--- config.mk ---
export PLATFORM = sky130hd
export DESIGN_NAME = lpof_div
export DESIGN_NICKNAME = d
export VERILOG_FILES = /design/src/design/lpof_div.sv
export SDC_FILE = /design/constraint.sdc
export NUM_CORES = 1
export LEC_CHECK = 0
export BUFFER_PORTS_ARGS = -buffer_cell sky130_fd_sc_hd__buf_2
export CORE_MARGIN = 1
export CORE_UTILIZATION = 55
export DETAILED_ROUTE_END_ITERATION = 8
export GPL_ROUTABILITY_DRIVEN = 0
export PLACE_DENSITY = 0.81
export SYNTH_ARGS = -nofsm -noshare
export SYNTH_HDL_FRONTEND = slang
export SYNTH_SLANG_ARGS = --single-unit
--- constraint.sdc ---
create_clock -name clk -period 4.3 [get_ports clk]
set_input_delay 1.075 -clock clk [delete_from_list [all_inputs] [get_ports clk]]
set_output_delay 1.075 -clock clk [all_outputs]
set_load 0.1 [all_outputs]
--- src/design/lpof_div.sv ---
// shared restoring divider, one quotient bit per cycle, signed result saturated
// no dependencies
`default_nettype none
module lpof_div (
  input  wire logic               clk,
  input  wire logic               rst_n,
  input  wire logic               start,
  input  wire logic signed [31:0] num,
  input  wire logic signed [31:0] den,
  output logic                    done,
  output logic signed [31:0]      quo
);
  // |num|<<16 <= 2^47, quotient fits 48 bits
  logic [47:0] q_r, q_nxt;
  logic [47:0] rem_r, rem_nxt;
  logic [47:0] dvd_r, dvd_nxt;
  logic [31:0] dv_r;
  logic        neg_r;
  logic [5:0]  cnt_r, cnt_nxt;
  logic        busy_r;
  logic [48:0] trial;
  logic [47:0] mag;

  always_comb begin
    trial = {rem_r, dvd_r[47]} - {17'd0, dv_r};
    rem_nxt = {rem_r[46:0], dvd_r[47]};
    q_nxt = {q_r[46:0], 1'b0};
    if (!trial[48]) begin
      rem_nxt = trial[47:0];
      q_nxt[0] = 1'b1;
    end
    dvd_nxt = {dvd_r[46:0], 1'b0};
    cnt_nxt = cnt_r - 6'd1;
  end

  always_ff @(posedge clk) begin
    if (!rst_n) begin
      busy_r <= 1'b0;
      done <= 1'b0;
    end else begin
      done <= 1'b0;
      if (start) begin
        busy_r <= 1'b1;
        cnt_r <= 6'd48;
      end else if (busy_r) begin
        cnt_r <= cnt_nxt;
        if (cnt_r == 6'd1) begin
          busy_r <= 1'b0;
          done <= 1'b1;
        end
      end
    end
  end

  always_ff @(posedge clk) begin
    if (start) begin
      dvd_r <= {(num[31] ? 32'(-num) : 32'(num)), 16'd0};
      dv_r <= den;
      neg_r <= num[31];
      rem_r <= '0;
      q_r <= '0;
    end else if (busy_r) begin
      dvd_r <= dvd_nxt;
      rem_r <= rem_nxt;
      q_r <= q_nxt;
    end
  end

  assign mag = q_r;
  always_comb begin
    if (neg_r) quo = (mag > 48'h80000000) ? 32'sh80000000 : 32'(-mag);
    else quo = (mag > 48'h7fffffff) ? 32'sh7fffffff : mag[31:0];
  end
endmodule
`default_nettype wire

# After elaboration in Yosys (flattened, before gate mapping)
# Index checks and enable logic that the tools add are counted.
[word_totals]
register_bits = 169
inputBits = 67
[op_classes]
addsub = 4
n_lt_le_gt_ge = 2
n_eq_ne = 1
n_mux = 13
bitwise_logic = 2
reduce_logical = 3
[op_table]
columns = ["op", "n"]
rows = [
  ["$mux 48", 3],
  ["$mux 32", 4],
  ["$neg 32->32", 2],
  ["$sub 49x32->49", 1],
  ["$gt 48x31->1 const B", 1],
  ["$gt 48x32->1 const B", 1],
  ["$eq 6x1->1 const B", 1],
  ["$mux 6", 1],
  ["$sub 6x1->6 const B", 1],
  ["$mux 1", 5],
  ["$reduce_or 3->1", 1],
  ["$not 1->1", 2],
  ["$reduce_and 2->1", 1],
  ["$reduce_bool 2->1", 1],
]

# Depth between registers and ports, before layout
[depth]
word_depth = 4
ltp_mapped = 13
mapped_depth_nobuf = 12

# Worst setup path after synthesis
# No wires, ideal clock.
[synth_path]
path_type = "reg2out"
startpoint = "reg q_r[0] (netlist: mag[0])"
endpoint = "out quo[11]"
arrival_time_ps = 6152
required_time_ps = 3225
slack_ps = -2927
stages_incl_launch_ff = 12
n_path_buf = 1
path_cell_list = "dfxtp_1 -> inv_1 -> ha_1 -> nor3b_1 -> nand4_1 -> or4_4 -> or4_4 -> o41a_1 -> buf_2 -> nor2_4 -> nand2_2 -> o311ai_0"
[synth_between]
elab_chain_cells = 3
word_cells_on_any_way = 6
classes_between = "1 x add/sub; 2 x order compare; 3 x mux"
[synth_rtl]
columns = ["item", "line", "text"]
rows = [
  ["start, declared", "14", "logic [47:0] q_r, q_nxt;"],
  ["start signal, assigned", "65", "q_r <= q_nxt;"],
  ["$gt 48x31->1 (tied with other cells)", "72", "else quo = (mag > 48'h7fffffff) ? 32'sh7fffffff : mag[31:0];"],
  ["$mux 32, on equally long branches", "72, 71", ""],
  ["$mux 32 (*)", "71", "if (neg_r) quo = (mag > 48'h80000000) ? 32'sh80000000 : 32'(-mag);"],
  ["end, declared", "11", "output logic signed [31:0] quo"],
]
# Every way passes the cells marked *; elsewhere a longest branch is shown, timed or not.

# Worst setup path in the final report
[layout_path]
startpoint = "reg q_r[0] (netlist: mag[0])"
endpoint = "out quo[12]"
# The elaborated chain is that of the path after synthesis.

==> results.json <==
{
  "status": "complete, but fails checks",
  "violations": "setup timing",
  "core_um2": 18700,
  "wl_per_cell_um": 16.5,
  "route.detailed.drc": 0,
  "dieArea_um2": 19700,
  "slew-limit-headroom": 0.282,
  "powerDensity_nw_per_um2": 446,
  "fmax_ghz": 0.212,
  "overflow": 0,
  "synth_area_leaders": "edfxtp_1 20%, dfxtp_1 19%, nor2_1 5.7%",
  "avgSynthCellArea_um2": 8.55,
  "min_path_type": "flop to flop",
  "required_ns": 3.22,
  "clk_latency_ns": 0.43,
  "wl_um": 25900,
  "route.vias.total": 9609,
  "ys_async_sr_fraction": 0,
  "final_max_slew_viol_count": 0,
  "die_w_um": 140,
  "ios": 100,
  "fin_crit_sh": 1.10,
  "ys_warn_count": 0,
  "cts_inserted_buffers": 17,
  "syn_nets": 1333,
  "placed_cell_area_um2": 12000,
  "synth_largest_area_cell": "edfxtp_1",
  "area_growth_pct": 23.4,
  "cts.path.max_buffers": 2,
  "path_max_fanout": 8,
  "n_antenna_cell": 0,
  "min_period_ns": 4.72,
  "grt_pass1_vias": 8872,
  "start_kind": "flop",
  "htree_levels": 4,
  "die_y_um": 140,
  "cp-startpoint": "mag[0]$_SDFFE_PP0P_",
  "drt_iter0_drc": 731,
  "start_util": 0.562,
  "p_leak_nw": 5.42,
  "regToRegSetupSlack_ns": 0.36,
  "syn-instance-count": 1229,
  "rr_endpoint": "rem_r[46]$_SDFFE_PP0P_",
  "worstMarginPinSlew_ns": 1.08,
  "grt_max_degree": 96,
  "final_area_um2": 13000,
  "drv_cap": 0,
  "grtUsageTotal": 0.264,
  "antenna_found_initial": 0,
  "cts_sinks": 169,
  "critPathCapture": "quo[12]",
  "cts_tree": "done",
  "hold_depth": 2,
  "synth_edf_count": 71,
  "regArea_um2": 4100,
  "fillers": 1413,
  "setup-violations-final": 28,
  "final_util": 0.693,
  "slowest_delay_ns": 0.52,
  "synth.most_common_cell": "nor2_1",
  "dpl.hpwl_um": 17500,
  "num_rows": 50,
  "synth_common_cells": "160 x nor2_1, 115 x nand2_1, 98 x dfxtp_1",
  "cp_common_cell": "or4_4",
  "synth.ff_latch_count": 169,
  "hold_viol": 0,
  "syn_area_um2": 10500,
  "cpMaxStageDelayCell": "or4_4",
  "yosysSeqAreaShare": 0.390,
  "io_buffers": 99,
  "layout-drive-gt1-share": 0.192,
  "path_class": "flop to output pin",
  "grt_pass1_wl_um": 42600,
  "max-vdd-ir-drop_mv": 0.320,
  "nets": 1424,
  "drt_pass1_iterations": 6,
  "rsz0062_at_grt": "true",
  "clk_pin_slew_ns": 0.06,
  "synth_top_area_frac": 0.203,
  "antenna_left": 0,
  "layout_setup_ws_ns": -0.420,
  "r2r_cells": 12,
  "worst_clock_skew_ns": 0.0131,
  "clockRootBuffer": "clkbuf_16",
  "arrival_ns": 3.64,
  "multi_input_area_um2": 6420,
  "synth-main-ff-cell": "dfxtp_1",
  "via_per_inst": 6.13,
  "crit_chain": "inv_2 > ha_4 > nor3b_4 > nand4_1 > or4_4 > or4_4 > o41a_1 > nor2_4 > buf_6 > nand2_8 > o311ai_4 > buf_12",
  "r2r_start": "dvd_r[47]$_DFFE_PN_",
  "ys_types": 70,
  "end_kind": "output pin"
}
==> critical path, delay by kind of cell, from the launching register on <==
| family | cells | cell delay [ns] |
|---|---|---|
| AND/OR/NAND/NOR | 6 | 1.56 |
| AO/OA/AOI/OAI | 2 | 0.79 |
| adder cells (fa/ha/maj) | 1 | 0.13 |
| buffers and inverters | 3 | 0.42 |
| flip-flops | 1 | 0.32 |
==> kinds of logic (layout without fill, tap and decap cells) <==
family | after synthesis | after routing | synth area share
AO/OA/AOI/OAI | 327 | 327 | 0.212
adder cells (fa/ha/maj) | 37 | 37 | 0.0448
multiplexers | 55 | 55 | 0.0524
flip-flops | 169 | 169 | 0.390
buffers and inverters | 136 | 239 | 0.0512
XOR/XNOR | 60 | 60 | 0.0500
AND/OR/NAND/NOR | 445 | 446 | 0.200
==> report_power, final <==
group / switching [mW] / leakage (nW) / internal, mW
clock: 0.664 / 0.292 / 0.850
sequential: 0.106 / 1.49 / 1.83
combinational: 1.46 / 3.64 / 0.882
total: 2.23 / 5.42 / 3.56
==> state kept, by name (all words and copies together), names as in the netlist <==
register	flops
cnt_r	6
mag	48
dv_r	32
neg_r	1
busy_r	1
done	1
rem_r	48
dvd_r	32
==> per-stage QoR <==
stage	setup TNS [ns]	hold WS, ns	instances	total power, mW	setup WS (ns)
after global routing	-14.28	0.507	1567	6.08	-0.564
after floorplan	-13.95	0.447	1229	3.58	-0.961
after CTS	-9.59	0.486	1562	5.72	-0.382
after global placement	0	0.461	1524	4.13	0.0619
final	-10.21	0.484	1567	5.79	-0.420
after detailed placement	0	0.474	1524	4.18	0.00321
==> cells in the final DEF, fill, tap and decap left out, drive strengths merged, types with 20 or more instances in the layout <==
cell type,n
a21oi,83
a311oi,20
buf,149
dfxtp,98
edfxtp,71
ha,36
inv,66
mux2i,55
nand2,118
nor2,162
nor3,27
o21ai,61
o31ai,29
or3,23
xnor2,23
xor2,37
==> layer usage <==
metal,GRT usage,vias up,share of wire
met5,0,-,0
met4,0.0763,0,0.013
met3,0.0417,38,0.065
met2,0.432,370,0.48
met1,0.362,4500,0.44
li1,-,4701,-
==> how the worst min path moves through the flow <==
stage	to	start	slack, ns
after detailed placement	rem_r[27]$_SDFFE_PP0P_	rem_r[27]$_SDFFE_PP0P_	0.47
after CTS	rem_r[22]$_SDFFE_PP0P_	rem_r[22]$_SDFFE_PP0P_	0.49
after global placement	rem_r[27]$_SDFFE_PP0P_	rem_r[27]$_SDFFE_PP0P_	0.46
after global routing	rem_r[22]$_SDFFE_PP0P_	rem_r[22]$_SDFFE_PP0P_	0.51
after floorplan	rem_r[27]$_SDFFE_PP0P_	rem_r[27]$_SDFFE_PP0P_	0.45
final	rem_r[22]$_SDFFE_PP0P_	rem_r[22]$_SDFFE_PP0P_	0.48
==> area by class of cell <==
cell class,count,share of cell area
repair buffers,149,0.104
inverters,58,0.0168
multi-input cells,925,0.495
well taps,234,0.0226
clock buffers,19,0.0367
flip-flops and latches,169,0.316
clock inverters,13,0.00888
==> timing repair <==
action                                  in CTS  in global routing
resized for setup                           20                 18
endpoints found under the setup margin      29                 30
hold buffers                                 0                  0
cloned                                       1                  0
pin swaps                                    4                  8
setup buffers                                5                  5
(Power assumes the default switching activity.)
