==> config.mk <==
export PLATFORM = sky130hd
export DESIGN_NAME = lpof_cfg
export DESIGN_NICKNAME = d
export VERILOG_FILES = /design/src/design/lpof_pkg.sv /design/src/design/lpof_cfg.sv
export SDC_FILE = /design/constraint.sdc
export NUM_CORES = 1
export LEC_CHECK = 0
export BUFFER_PORTS_ARGS = -buffer_cell sky130_fd_sc_hd__clkbuf_2
export CORE_AREA = 2 2 136 138
export DETAILED_ROUTE_END_ITERATION = 10
export DIE_AREA = 0 0 138 140
export PLACE_DENSITY = 0.9
export SLEW_MARGIN = 20
export SYNTH_ARGS = -nofsm -noshare
export SYNTH_HDL_FRONTEND = slang
export SYNTH_SLANG_ARGS = --single-unit
==> constraint.sdc <==
create_clock -name clk -period 3 [get_ports clk]
set_input_delay 0.45 -clock clk [delete_from_list [all_inputs] [get_ports clk]]
set_output_delay 0.45 -clock clk [all_outputs]
set_load 0.01 [all_outputs]
==> src/design/lpof_pkg.sv <==
// types and constants for the lidar projection occlusion filter
// no dependencies
`default_nettype none
package lpof_pkg;
  typedef struct packed {
    logic signed [31:0] point_x;
    logic signed [31:0] point_y;
    logic signed [31:0] point_z;
    logic               scan_start;
  } in_word_t;

  typedef struct packed {
    logic               kept;
    logic        [11:0] slot;
    logic        [12:0] popped;
    logic signed [31:0] proj_x;
    logic signed [31:0] proj_y;
    logic               overflow;
  } out_word_t;

  typedef struct packed {
    logic signed [31:0] shift_x;
    logic signed [31:0] shift_y;
    logic signed [31:0] shift_z;
    logic signed [31:0] left;
    logic signed [31:0] right;
    logic signed [31:0] top;
    logic signed [31:0] bottom;
  } cfg_regs_t;

  localparam logic [2:0] REG_SHIFT_X = 3'd0;
  localparam logic [2:0] REG_SHIFT_Y = 3'd1;
  localparam logic [2:0] REG_SHIFT_Z = 3'd2;
  localparam logic [2:0] REG_LEFT    = 3'd3;
  localparam logic [2:0] REG_RIGHT   = 3'd4;
  localparam logic [2:0] REG_TOP     = 3'd5;
  localparam logic [2:0] REG_BOTTOM  = 3'd6;

  function automatic logic signed [31:0] sat_add(input logic signed [31:0] a,
                                                 input logic signed [31:0] b);
    logic signed [32:0] s;
    s = 33'(a) + 33'(b);
    if (s > 33'sd2147483647) sat_add = 32'sh7fffffff;
    else if (s < -33'sd2147483648) sat_add = 32'sh80000000;
    else sat_add = s[31:0];
  endfunction
endpackage
`default_nettype wire

==> src/design/lpof_cfg.sv <==
// apb register file for the filter's translation and window registers
// depends on lpof_pkg
`default_nettype none
module lpof_cfg (
  input  wire logic              clk,
  input  wire logic              rst_n,
  input  wire logic              psel,
  input  wire logic              penable,
  input  wire logic              pwrite,
  input  wire logic [4:0]        paddr,
  input  wire logic [31:0]       pwdata,
  output logic [31:0]            prdata,
  output logic                   pready,
  output lpof_pkg::cfg_regs_t    regs
);
  lpof_pkg::cfg_regs_t regs_r;
  logic [2:0] idx;
  assign idx = paddr[4:2];
  assign pready = 1'b1;
  assign regs = regs_r;

  always_ff @(posedge clk) begin
    if (!rst_n) begin
      regs_r <= '0;
    end else if (psel && penable && pwrite) begin
      unique case (idx)
        lpof_pkg::REG_SHIFT_X: regs_r.shift_x <= pwdata;
        lpof_pkg::REG_SHIFT_Y: regs_r.shift_y <= pwdata;
        lpof_pkg::REG_SHIFT_Z: regs_r.shift_z <= pwdata;
        lpof_pkg::REG_LEFT:    regs_r.left    <= pwdata;
        lpof_pkg::REG_RIGHT:   regs_r.right   <= pwdata;
        lpof_pkg::REG_TOP:     regs_r.top     <= pwdata;
        lpof_pkg::REG_BOTTOM:  regs_r.bottom  <= pwdata;
        default: ;
      endcase
    end
  end

  always_comb begin
    unique case (idx)
      lpof_pkg::REG_SHIFT_X: prdata = regs_r.shift_x;
      lpof_pkg::REG_SHIFT_Y: prdata = regs_r.shift_y;
      lpof_pkg::REG_SHIFT_Z: prdata = regs_r.shift_z;
      lpof_pkg::REG_LEFT:    prdata = regs_r.left;
      lpof_pkg::REG_RIGHT:   prdata = regs_r.right;
      lpof_pkg::REG_TOP:     prdata = regs_r.top;
      lpof_pkg::REG_BOTTOM:  prdata = regs_r.bottom;
      default:               prdata = '0;
    endcase
  end
endmodule
`default_nettype wire

* Word level (Yosys, flattened, before mapping)
Cells that the tools add are included.
** Storage, ports and cells
- Flip-flop bits (word level) :: 224
- Input port bits :: 42
- Output and inout port bits :: 257
- Word-level logic and storage cells :: 24
** Cells by class
- Equality and inequality tests :: 6
- Mux-type cells :: 1
- Reduce and logical (&&, ||, !) cells :: 10
** Operators by type and width (number)
- $pmux 32 s7 :: 1
- $reduce_and 2->1 :: 7
- $eq 3x3->1 const B :: 3
- $eq 3x2->1 const B :: 2
- $eq 3x1->1 const B :: 1
- $logic_not 3->1 :: 1
- $logic_and 1x1->1 :: 2

* Longest topological paths before layout
Gate-level depths: netlist of run 1.
- Depth after elaboration :: 3
- Depth in mapped cells :: 6
- Gate-level depth less buffers :: 3

* Least setup slack after synthesis of run 1
Ideal clock, no wire load.
- Kind :: input port to output port
- Start point :: input paddr[3]
- End point :: output prdata[10]
- Arrival :: 1.554 ns
- Required time :: 2.550 ns
- Setup slack :: 0.996 ns
- Stages on the path :: 5
- Buffers on the path :: 3
- Cells stage by stage :: buf_4 buf_4 buf_2 mux2i_1 a221oi_1
** Between the ends
- Cells in the longest elaborated chain, start to end :: 2
- Elaborated cells between the ends (all ways) :: 8
- Classes of those cells :: eq/ne (6); mux (1); reduce/logical (1)
** RTL lines
- start, declared :: RTL line lpof_cfg.sv:10 : input wire logic [4:0] paddr,
- $eq 3x3->1, or another cell as far along :: RTL line lpof_cfg.sv:40 : unique case (idx)
- $pmux 32 s7 (*) :: RTL line lpof_cfg.sv:40
- end, declared :: RTL line lpof_cfg.sv:12 : output logic [31:0] prdata,
Every way passes the cells marked *; elsewhere a longest branch is shown, timed or not.

* Worst setup path after layout of run 1
- Start point :: input paddr[4]
- End point :: output prdata[31]
The elaborated chain is that of the path after synthesis.

==> flow_summary_export.csv, run 1 <==
group,metric,value,unit
critical_path,reg2reg_from,"regs[56]$_SDFFE_PN0P_",
sta,fin_setup_tns,0,ns
yosys,synth_cell_type_count,25,
finish,final_common_cell,"mux2i_1",
cts,clockBufferDepth,3,
finish,n_antenna_cell,0,
floorplan,die_area,19300,µm²
route,routed-via-count,8892,
global_route,overflow,0,
global_route,grt_max_degree,74,
route,drt_iter0_drc,566,
finish,fill_cells,1300,
yosys,synth_warnings,0,
cts,cts_hold_buf,0,
finish,final_cell_mix,"mux2i_1 (298), clkbuf_2 (293), nand2_1 (267)",
cts,cts-root-buf,"clkbuf_16",
sta,clock.fmax,391,MHz
global_route,grt_pass1_wl,49000,µm
power,p_leak,5.37,nW
power,peakVddDrop,0.376,mV
sta,maxSlewViolCount,0,
floorplan,die_height,140,µm
route,first_pass_iters,5,
critical_path,startpoint_type,"primary input",
route,post-route-drc-count,0,
sta,skew,0,ns
placement,pre_cts_slack,0.499,ns
job,maxCapViolCount,0,
critical_path,crit_type,"in -> out",
route,drtAntennaViolNets,0,
sta,relSlewSlack,37.5,%
floorplan,initial_core_util,55.4,%
yosys,synth_nets,1034,
finish,largest_reg_flops,224,
floorplan,die_x,138,µm
critical_path,cp_max_fo,13,
placement,hpwl,21000,µm
yosys,netlist.area_leader.share,45.5,%
sta,setup_slack,0.439,ns
floorplan,num_io_pins,299,
route,vias_per_cell,5.87,
critical_path,arrival,2.11,ns
worst_hold_path,hold_path_startpoint,"pwdata[29]",
sta,report.final.setup_viol,0,
global_route,gr-usage-all-layers,31.4,%
global_route,antenna_found_initial,0,
cts,clk_pin_slew_worst_paths,0.06,ns
floorplan,num_rows,49,
cts,post_cts_buffers,0,
cts,clock_latency,0.50,ns
critical_path,required,2.55,ns
placement,portBuffers,295,
cts,cts_resized,0,
critical_path,setup.worst_path.end_class,"output pin",
floorplan,coreArea,17800,µm²
yosys,synth-edff-count,0,
yosys,synth_ff_type,"dfxtp_1",
yosys,syn_inst,992,
finish,syn2layout_area_growth,26.8,%
yosys,synth_area_leaders,"dfxtp_1 (46%), mux2i_1 (30%), nand2_1 (10%)",
finish,drive_gt1_share,32.3,%
global_route,grt_pass1_vias,8833,
yosys,async_flop_share,0,%
sta,rsz0062_at_grt,"no",
cts,cts_tree,"done",
yosys,postSynthAreaPerCell,9.93,µm²
yosys,ys_ff_latch,224,
cts,cts_sinks,224,
finish,fin_nets,1314,
power,power.density,520,nW/µm²
cts,cts-htree-levels,1,
route,routedWlPerCell,20.9,µm
outcome,status,"finished, final reports clean",
cts,cts_buffers,24,
placement,gp_congestion,0.863,
route,drt-total-wl,31700,µm
yosys,yosys.area.top_type,"dfxtp_1",
sta,post-route-period-util,85.4,%
sta,hold_violations,0,
sta,period_minus_slack,2.56,ns
critical_path,startpoint,"paddr[4]",
yosys,netlist_area,9850,µm²
yosys,seq_area_frac_synth,45.5,%
sta,tightest_slew,0.937,ns
worst_hold_path,holdCritPathClass,"in -> reg",
[worst paths after layout]
check	to	slack, ns	cells past startpoint
worst max-delay path	prdata[31]	0.44	5
worst max register to register	regs[56]$_SDFFE_PN0P_	2.26	2
worst min register to register	regs[83]$_SDFFE_PN0P_	0.47	2
worst min-delay path	regs[221]$_SDFFE_PN0P_	0.34	3
[area by class of cell]
class	count	area [µm²]	area share (%)
Multi-Input combinational cell	666	4960	39.7
Tap cell	229	287	2.29
Clock inverter	7	85.1	0.681
Timing Repair Buffer	335	1870	15.0
Inverter	21	78.8	0.631
Sequential cell	224	4480	35.9
Clock buffer	34	719	5.76
[where the power goes]
group / internal [mW] / leakage [nW] / switching [mW]
combinational: 0.168 / 3.16 / 0.303
sequential: 3.00 / 1.81 / 0.0187
clock: 1.83 / 0.403 / 1.17
[synthesized netlist by cell type (2+ instances only)]
master     number
buf_2          22
inv_1          21
a2bb2oi_1      10
a221oi_1       21
dfxtp_1       224
o211ai_1       10
mux2i_1       298
nand2_1       267
o221a_2        21
a32oi_1        10
nor2b_1         2
buf_1           9
buf_4          13
clkbuf_1       37
nand2b_1        2
mux2_2         11
nor2_1          6
[stage by stage]
step                      util, %  total power [mW]  instance area, µm²  hold slack (ns)  instances
final                        70.2              6.49               12500            0.344       1516
after global routing         70.2              6.66               12500            0.361       1516
after CTS                    70.2              6.51               12500            0.328       1516
after detailed placement     65.7              3.54               11700            0.465       1475
after global placement       65.7              3.53               11700            0.452       1475
after floorplan                 -              3.35                9850            0.488        992
[metal layers]
metal / wire (µm) / GRT usage [%] / vias up / share of wire (%)
met1: 12400 / 37.9 / 4313 / 39
met2: 15200 / 54.3 / 468 / 48
li1: - / - / 4016 / -
met4: 1260 / 13.2 / 0 / 4.0
met3: 2840 / 6.84 / 95 / 8.9
met5: 0 / 0 / - / 0
[worst max-delay path, cell delays in order]
cell and delay, ns:
clkbuf_2 0.21, nor2_2 0.78, buf_4 0.35, a221oi_1 0.16
clkbuf_2 0.16
[kinds of logic after synthesis]
kind of cell	Yosys count	synth area share, %
multiplexers	310	31.8
AND/OR/NAND/NOR	282	11.1
flip-flops	224	45.5
buffers and inverters	102	4.66
AO/OA/AOI/OAI	73	6.90
other	1	0.0381
(Power assumes the default switching activity.)
==> run 2: changes to the inputs <==
==> constraint.sdc (replaced) <==
create_clock -name clk -period 3.05 [get_ports clk]
set_input_delay 0.4575 -clock clk [delete_from_list [all_inputs] [get_ports clk]]
set_output_delay 0.4575 -clock clk [all_outputs]
set_load 0.01 [all_outputs]
==> flow_summary_export.csv, run 2 (synthesis gave the netlist of run 1 again) <==
group,metric,value,unit
outcome,status,"finished, final reports clean",
power,p_comb_share,7.1,%
finish,largest_reg_flops,224,
critical_path,arrival,2.24,ns
sta,fin_setup_tns,0,ns
floorplan,die_area,19300,µm²
global_route,grt_pass1_vias,8891,
finish,instances_no_fill,1521,
cts,cts_buffers,23,
finish,n_antenna_cell,0,
cts,cts_hold_buf,0,
floorplan,num_io_pins,299,
sta,hold_violations,0,
floorplan,initial_core_util,55.4,%
critical_path,startpoint_type,"primary input",
critical_path,reg2reg_from,"regs[87]$_SDFFE_PN0P_",
critical_path,r2r_slack,2.32,ns
finish,fin_nets,1317,
finish,final_cell_mix,"mux2i_1 (298), clkbuf_2 (293), nand2_1 (267)",
cts,cts_resized,0,
critical_path,setup.worst_path.end_class,"output pin",
power,power.density,516,nW/µm²
sta,clock.fmax,371,MHz
finish,final_common_cell,"mux2i_1",
power,clkPwrFrac,46.9,%
critical_path,cp_max_fo,24,
finish,drive_gt1_share,32.4,%
worst_hold_path,holdCritPathClass,"in -> reg",
cts,cts-root-buf,"clkbuf_16",
cts,clk_pin_slew_worst_paths,0.06,ns
floorplan,num_rows,49,
route,drt-total-wl,31100,µm
cts,cts-htree-levels,1,
critical_path,crit_end,"prdata[14]",
power,p_leak,5.37,nW
floorplan,die_height,140,µm
placement,place_inst,1479,
placement,hpwl,21000,µm
sta,maxSlewViolCount,0,
placement,gp_congestion,0.842,
floorplan,die_x,138,µm
placement,portBuffers,295,
cts,clock_latency,0.51,ns
power,swShare,23.0,%
power,power,6.44,mW
critical_path,reg2reg_to,"regs[87]$_SDFFE_PN0P_",
sta,relSlewSlack,45.3,%
cts,cts_sinks,224,
cts,post_cts_buffers,0,
route,vias_per_cell,5.79,
critical_path,reg2reg_depth,2,
global_route,gr-usage-all-layers,30.6,%
global_route,grt_max_degree,73,
global_route,grt_pass1_wl,48000,µm
sta,report.final.setup_viol,0,
critical_path,required,2.59,ns
route,first_pass_iters,5,
route,post-route-drc-count,0,
route,routedWlPerCell,20.4,µm
power,p_int,4.96,mW
global_route,antenna_found_initial,0,
power,p_seq_share,46.0,%
cts,cts_tree,"done",
finish,syn2layout_area_growth,26.9,%
placement,pre_cts_slack,0.402,ns
critical_path,crit_type,"in -> out",
sta,rsz0062_at_grt,"no",
power,peakVddDrop,0.555,mV
route,drtAntennaViolNets,0,
sta,period_minus_slack,2.69,ns
power,p_switching,1.48,mW
cts,clockBufferDepth,3,
job,maxCapViolCount,0,
sta,post-route-period-util,88.3,%
sta,skew,0,ns
route,drt_iter0_drc,495,
sta,tightest_slew,0.819,ns
sta,setup_slack,0.357,ns
critical_path,startpoint,"paddr[3]",
route,routed-via-count,8806,
global_route,overflow,0,
floorplan,coreArea,17800,µm²
## run 2: worst min-delay path by stage
| stage | start | to | slack [ns] | depth (start not counted) |
|---|---|---|---|---|
| 6_report | pwdata[30] | regs[222]$_SDFFE_PN0P_ | 0.34 | 3 |
| 5_1_grt | pwdata[3] | regs[195]$_SDFFE_PN0P_ | 0.37 | 3 |
| 4_1_cts | pwdata[30] | regs[222]$_SDFFE_PN0P_ | 0.32 | 3 |
| 3_5_place_dp | regs[55]$_SDFFE_PN0P_ | regs[55]$_SDFFE_PN0P_ | 0.46 | 2 |
| 3_3_place_gp | regs[25]$_SDFFE_PN0P_ | regs[25]$_SDFFE_PN0P_ | 0.45 | 2 |
| 2_1_floorplan | regs[0]$_SDFFE_PN0P_ | regs[0]$_SDFFE_PN0P_ | 0.49 | 2 |
## run 2: final cells by class
| type | instances | area [µm²] |
|---|---|---|
| Sequential cell | 224 | 4480 |
| Inverter | 21 | 78.8 |
| Tap cell | 229 | 287 |
| Clock buffer | 33 | 663 |
| Clock inverter | 9 | 151 |
| Fill cell | 1260 | 5290 |
| Timing Repair Buffer | 339 | 1870 |
| Multi-Input combinational cell | 666 | 4960 |
## run 2: worst max-delay path, cell delays in order
cell and delay [ns]:
buf_4 0.37, buf_4 0.45, mux2i_1 0.14, o221a_2 0.27, a221oi_1 0.33, clkbuf_2 0.21
## run 2: through the flow
stage	area [µm²]	util [%]	hold slack, ns
6_report	12500	70.2	0.339
3_5_place_dp	11700	65.7	0.464
4_1_cts	12500	70.2	0.324
5_1_grt	12500	70.2	0.369
3_3_place_gp	11700	65.7	0.452
2_1_floorplan	9850	-	0.488
## run 2: layer usage
layer	part of all wire (%)	vias to the layer above	global-route usage [%]
met2	49	444	54.0
met3	8.7	95	7.21
met4	3.8	0	12.9
met5	0	-	0
li1	-	4028	-
met1	38	4239	35.9
## run 2: power by group through the flow
stage | sequential (mW) | clock (mW) | combinational, mW
after floorplan | 3.04 | 0 | 0.260
after global placement | 3.03 | 0 | 0.444
after detailed placement | 3.03 | 0 | 0.451
after CTS | 2.96 | 3.05 | 0.454
after global routing | 2.97 | 3.16 | 0.483
final | 2.97 | 3.02 | 0.457
==> run 3: changes to the inputs <==
--- a/config.mk
+++ b/config.mk
@@ -6,10 +6,10 @@
 export NUM_CORES = 1
 export LEC_CHECK = 0
 export BUFFER_PORTS_ARGS = -buffer_cell sky130_fd_sc_hd__clkbuf_2
-export CORE_AREA = 2 2 136 138
+export CORE_AREA = 2 2 144 146
 export DETAILED_ROUTE_END_ITERATION = 10
-export DIE_AREA = 0 0 138 140
-export PLACE_DENSITY = 0.9
+export DIE_AREA = 0 0 146 148
+export PLACE_DENSITY = 0.82
 export SLEW_MARGIN = 20
 export SYNTH_ARGS = -nofsm -noshare
 export SYNTH_HDL_FRONTEND = slang
==> flow_summary_export.csv, run 3 (synthesis gave the netlist of run 1 again) <==
group,metric,value,unit
outcome,status,"finished, final reports clean",
global_route,overflow,0,
critical_path,reg2reg_to,"regs[97]$_SDFFE_PN0P_",
cts,cts-htree-levels,1,
power,p_switching,1.47,mW
sta,period_minus_slack,2.50,ns
critical_path,cp_max_fo,13,
global_route,grt_pass1_wl,47400,µm
finish,fill_cells,1646,
power,power.density,503,nW/µm²
global_route,antenna_found_initial,0,
critical_path,reg2reg_from,"regs[97]$_SDFFE_PN0P_",
finish,multi_input_area,4970,µm²
floorplan,num_rows,52,
sta,report.final.setup_viol,0,
global_route,gr-usage-all-layers,27.4,%
floorplan,die_area,21600,µm²
floorplan,die_x,146,µm
floorplan,die_height,148,µm
placement,portBuffers,295,
finish,syn2layout_area_growth,26.8,%
critical_path,reg2reg_depth,2,
sta,skew,0,ns
critical_path,startpoint_type,"primary input",
finish,n_antenna_cell,0,
power,p_leak,5.33,nW
finish,fin_area,12500,µm²
sta,tightest_slew,0.829,ns
finish,final_common_cell,"mux2i_1",
finish,drive_gt1_share,32.0,%
cts,cts_tree,"done",
power,p_int,4.81,mW
route,drt_iter0_drc,409,
critical_path,setup.worst_path.end_class,"output pin",
finish,instances_no_fill,1553,
sta,maxSlewViolCount,0,
worst_hold_path,holdCritPathClass,"in -> reg",
power,swShare,23.4,%
placement,hpwl,20800,µm
cts,cts-root-buf,"clkbuf_16",
route,vias_per_cell,5.59,
route,post-route-drc-count,0,
cts,post_cts_buffers,0,
critical_path,startpoint,"paddr[4]",
placement,gp_congestion,0.809,
route,routed-via-count,8675,
route,first_pass_iters,4,
cts,clock_latency,0.51,ns
sta,relSlewSlack,44.6,%
power,peakVddDrop,0.375,mV
job,maxCapViolCount,0,
cts,clockBufferDepth,3,
cts,clk_pin_slew_worst_paths,0.06,ns
critical_path,crit_type,"in -> out",
critical_path,r2r_slack,2.37,ns
placement,place_inst,1513,
global_route,grt_max_degree,77,
sta,post-route-period-util,82.0,%
critical_path,required,2.59,ns
finish,final_cell_mix,"mux2i_1 (298), clkbuf_2 (293), nand2_1 (267)",
finish,regArea,4480,µm²
sta,hold_violations,0,
floorplan,coreArea,20000,µm²
cts,cts_sinks,224,
critical_path,arrival,2.04,ns
sta,setup_slack,0.550,ns
cts,cts_hold_buf,0,
global_route,grt_pass1_vias,8558,
power,p_seq_share,47.2,%
floorplan,num_io_pins,299,
sta,clock.fmax,400,MHz
route,routedWlPerCell,19.9,µm
critical_path,crit_end,"prdata[0]",
cts,cts_buffers,24,
sta,finalHoldWorstSlack,0.344,ns
finish,fin_nets,1311,
placement,pre_cts_slack,0.531,ns
finish,utilization,62.3,%
finish,largest_reg_flops,224,
power,power,6.28,mW
floorplan,initial_core_util,49.1,%
power,p_comb_share,7.2,%
route,drt-total-wl,30900,µm
cts,cts_resized,0,
power,clkPwrFrac,45.6,%
route,drtAntennaViolNets,0,
placement,dpl-instance-area,11700,µm²
sta,rsz0062_at_grt,"no",
sta,fin_setup_tns,0,ns
==> run 3: cell types whose count changed in the layout (fill, tap and decap cells not counted), moves of 2 or more <==
cell / before / now
buf_4: 41 / 31
buf_12: 4 / 7
clkbuf_8: 5 / 2
bufinv_16: 4 / 2
clkbuf_16: 23 / 25
==> run 3: power by group through the flow <==
stage	registers [mW]	clock network [mW]	logic, mW
2_1_floorplan	3.04	0	0.260
5_1_grt	2.97	3.02	0.479
3_5_place_dp	3.03	0	0.449
6_report	2.97	2.87	0.451
3_3_place_gp	3.03	0	0.443
4_1_cts	2.97	2.90	0.450
==> run 3: worst min path at each step <==
| stage | start | to | slack, ns | depth (start not counted) |
|---|---|---|---|---|
| floorplan | regs[0]$_SDFFE_PN0P_ | regs[0]$_SDFFE_PN0P_ | 0.49 | 2 |
| global placement | regs[4]$_SDFFE_PN0P_ | regs[4]$_SDFFE_PN0P_ | 0.45 | 2 |
| detailed placement | regs[5]$_SDFFE_PN0P_ | regs[5]$_SDFFE_PN0P_ | 0.46 | 2 |
| CTS | pwdata[11] | regs[203]$_SDFFE_PN0P_ | 0.33 | 3 |
| global route | pwdata[11] | regs[43]$_SDFFE_PN0P_ | 0.35 | 3 |
| finish | pwdata[1] | regs[129]$_SDFFE_PN0P_ | 0.34 | 3 |
==> run 3: layout make-up <==
class | count | area share [%]
multi-input cells | 666 | 39.8
flip-flops and latches | 224 | 35.9
repair buffers | 332 | 14.8
clock buffers | 32 | 5.38
well taps | 270 | 2.71
clock inverters | 8 | 0.762
inverters | 21 | 0.631
==> run 3: per-layer routing <==
layer / track usage [%] / routed length [µm] / vias to the layer above
met3: 6.36 / 2590 / 73
met4: 8.83 / 994 / 0
li1: - / - / 4002
met2: 46.6 / 14800 / 409
met1: 34.5 / 12500 / 4191
met5: 0 / 0 / -
==> run 3: critical path, stage by stage <==
cell and delay [ns]:
clkbuf_2 0.14, buf_4 0.23, nor2b_4 0.49, buf_4 0.32
a32oi_1 0.09, o211ai_1 0.12, clkbuf_2 0.18
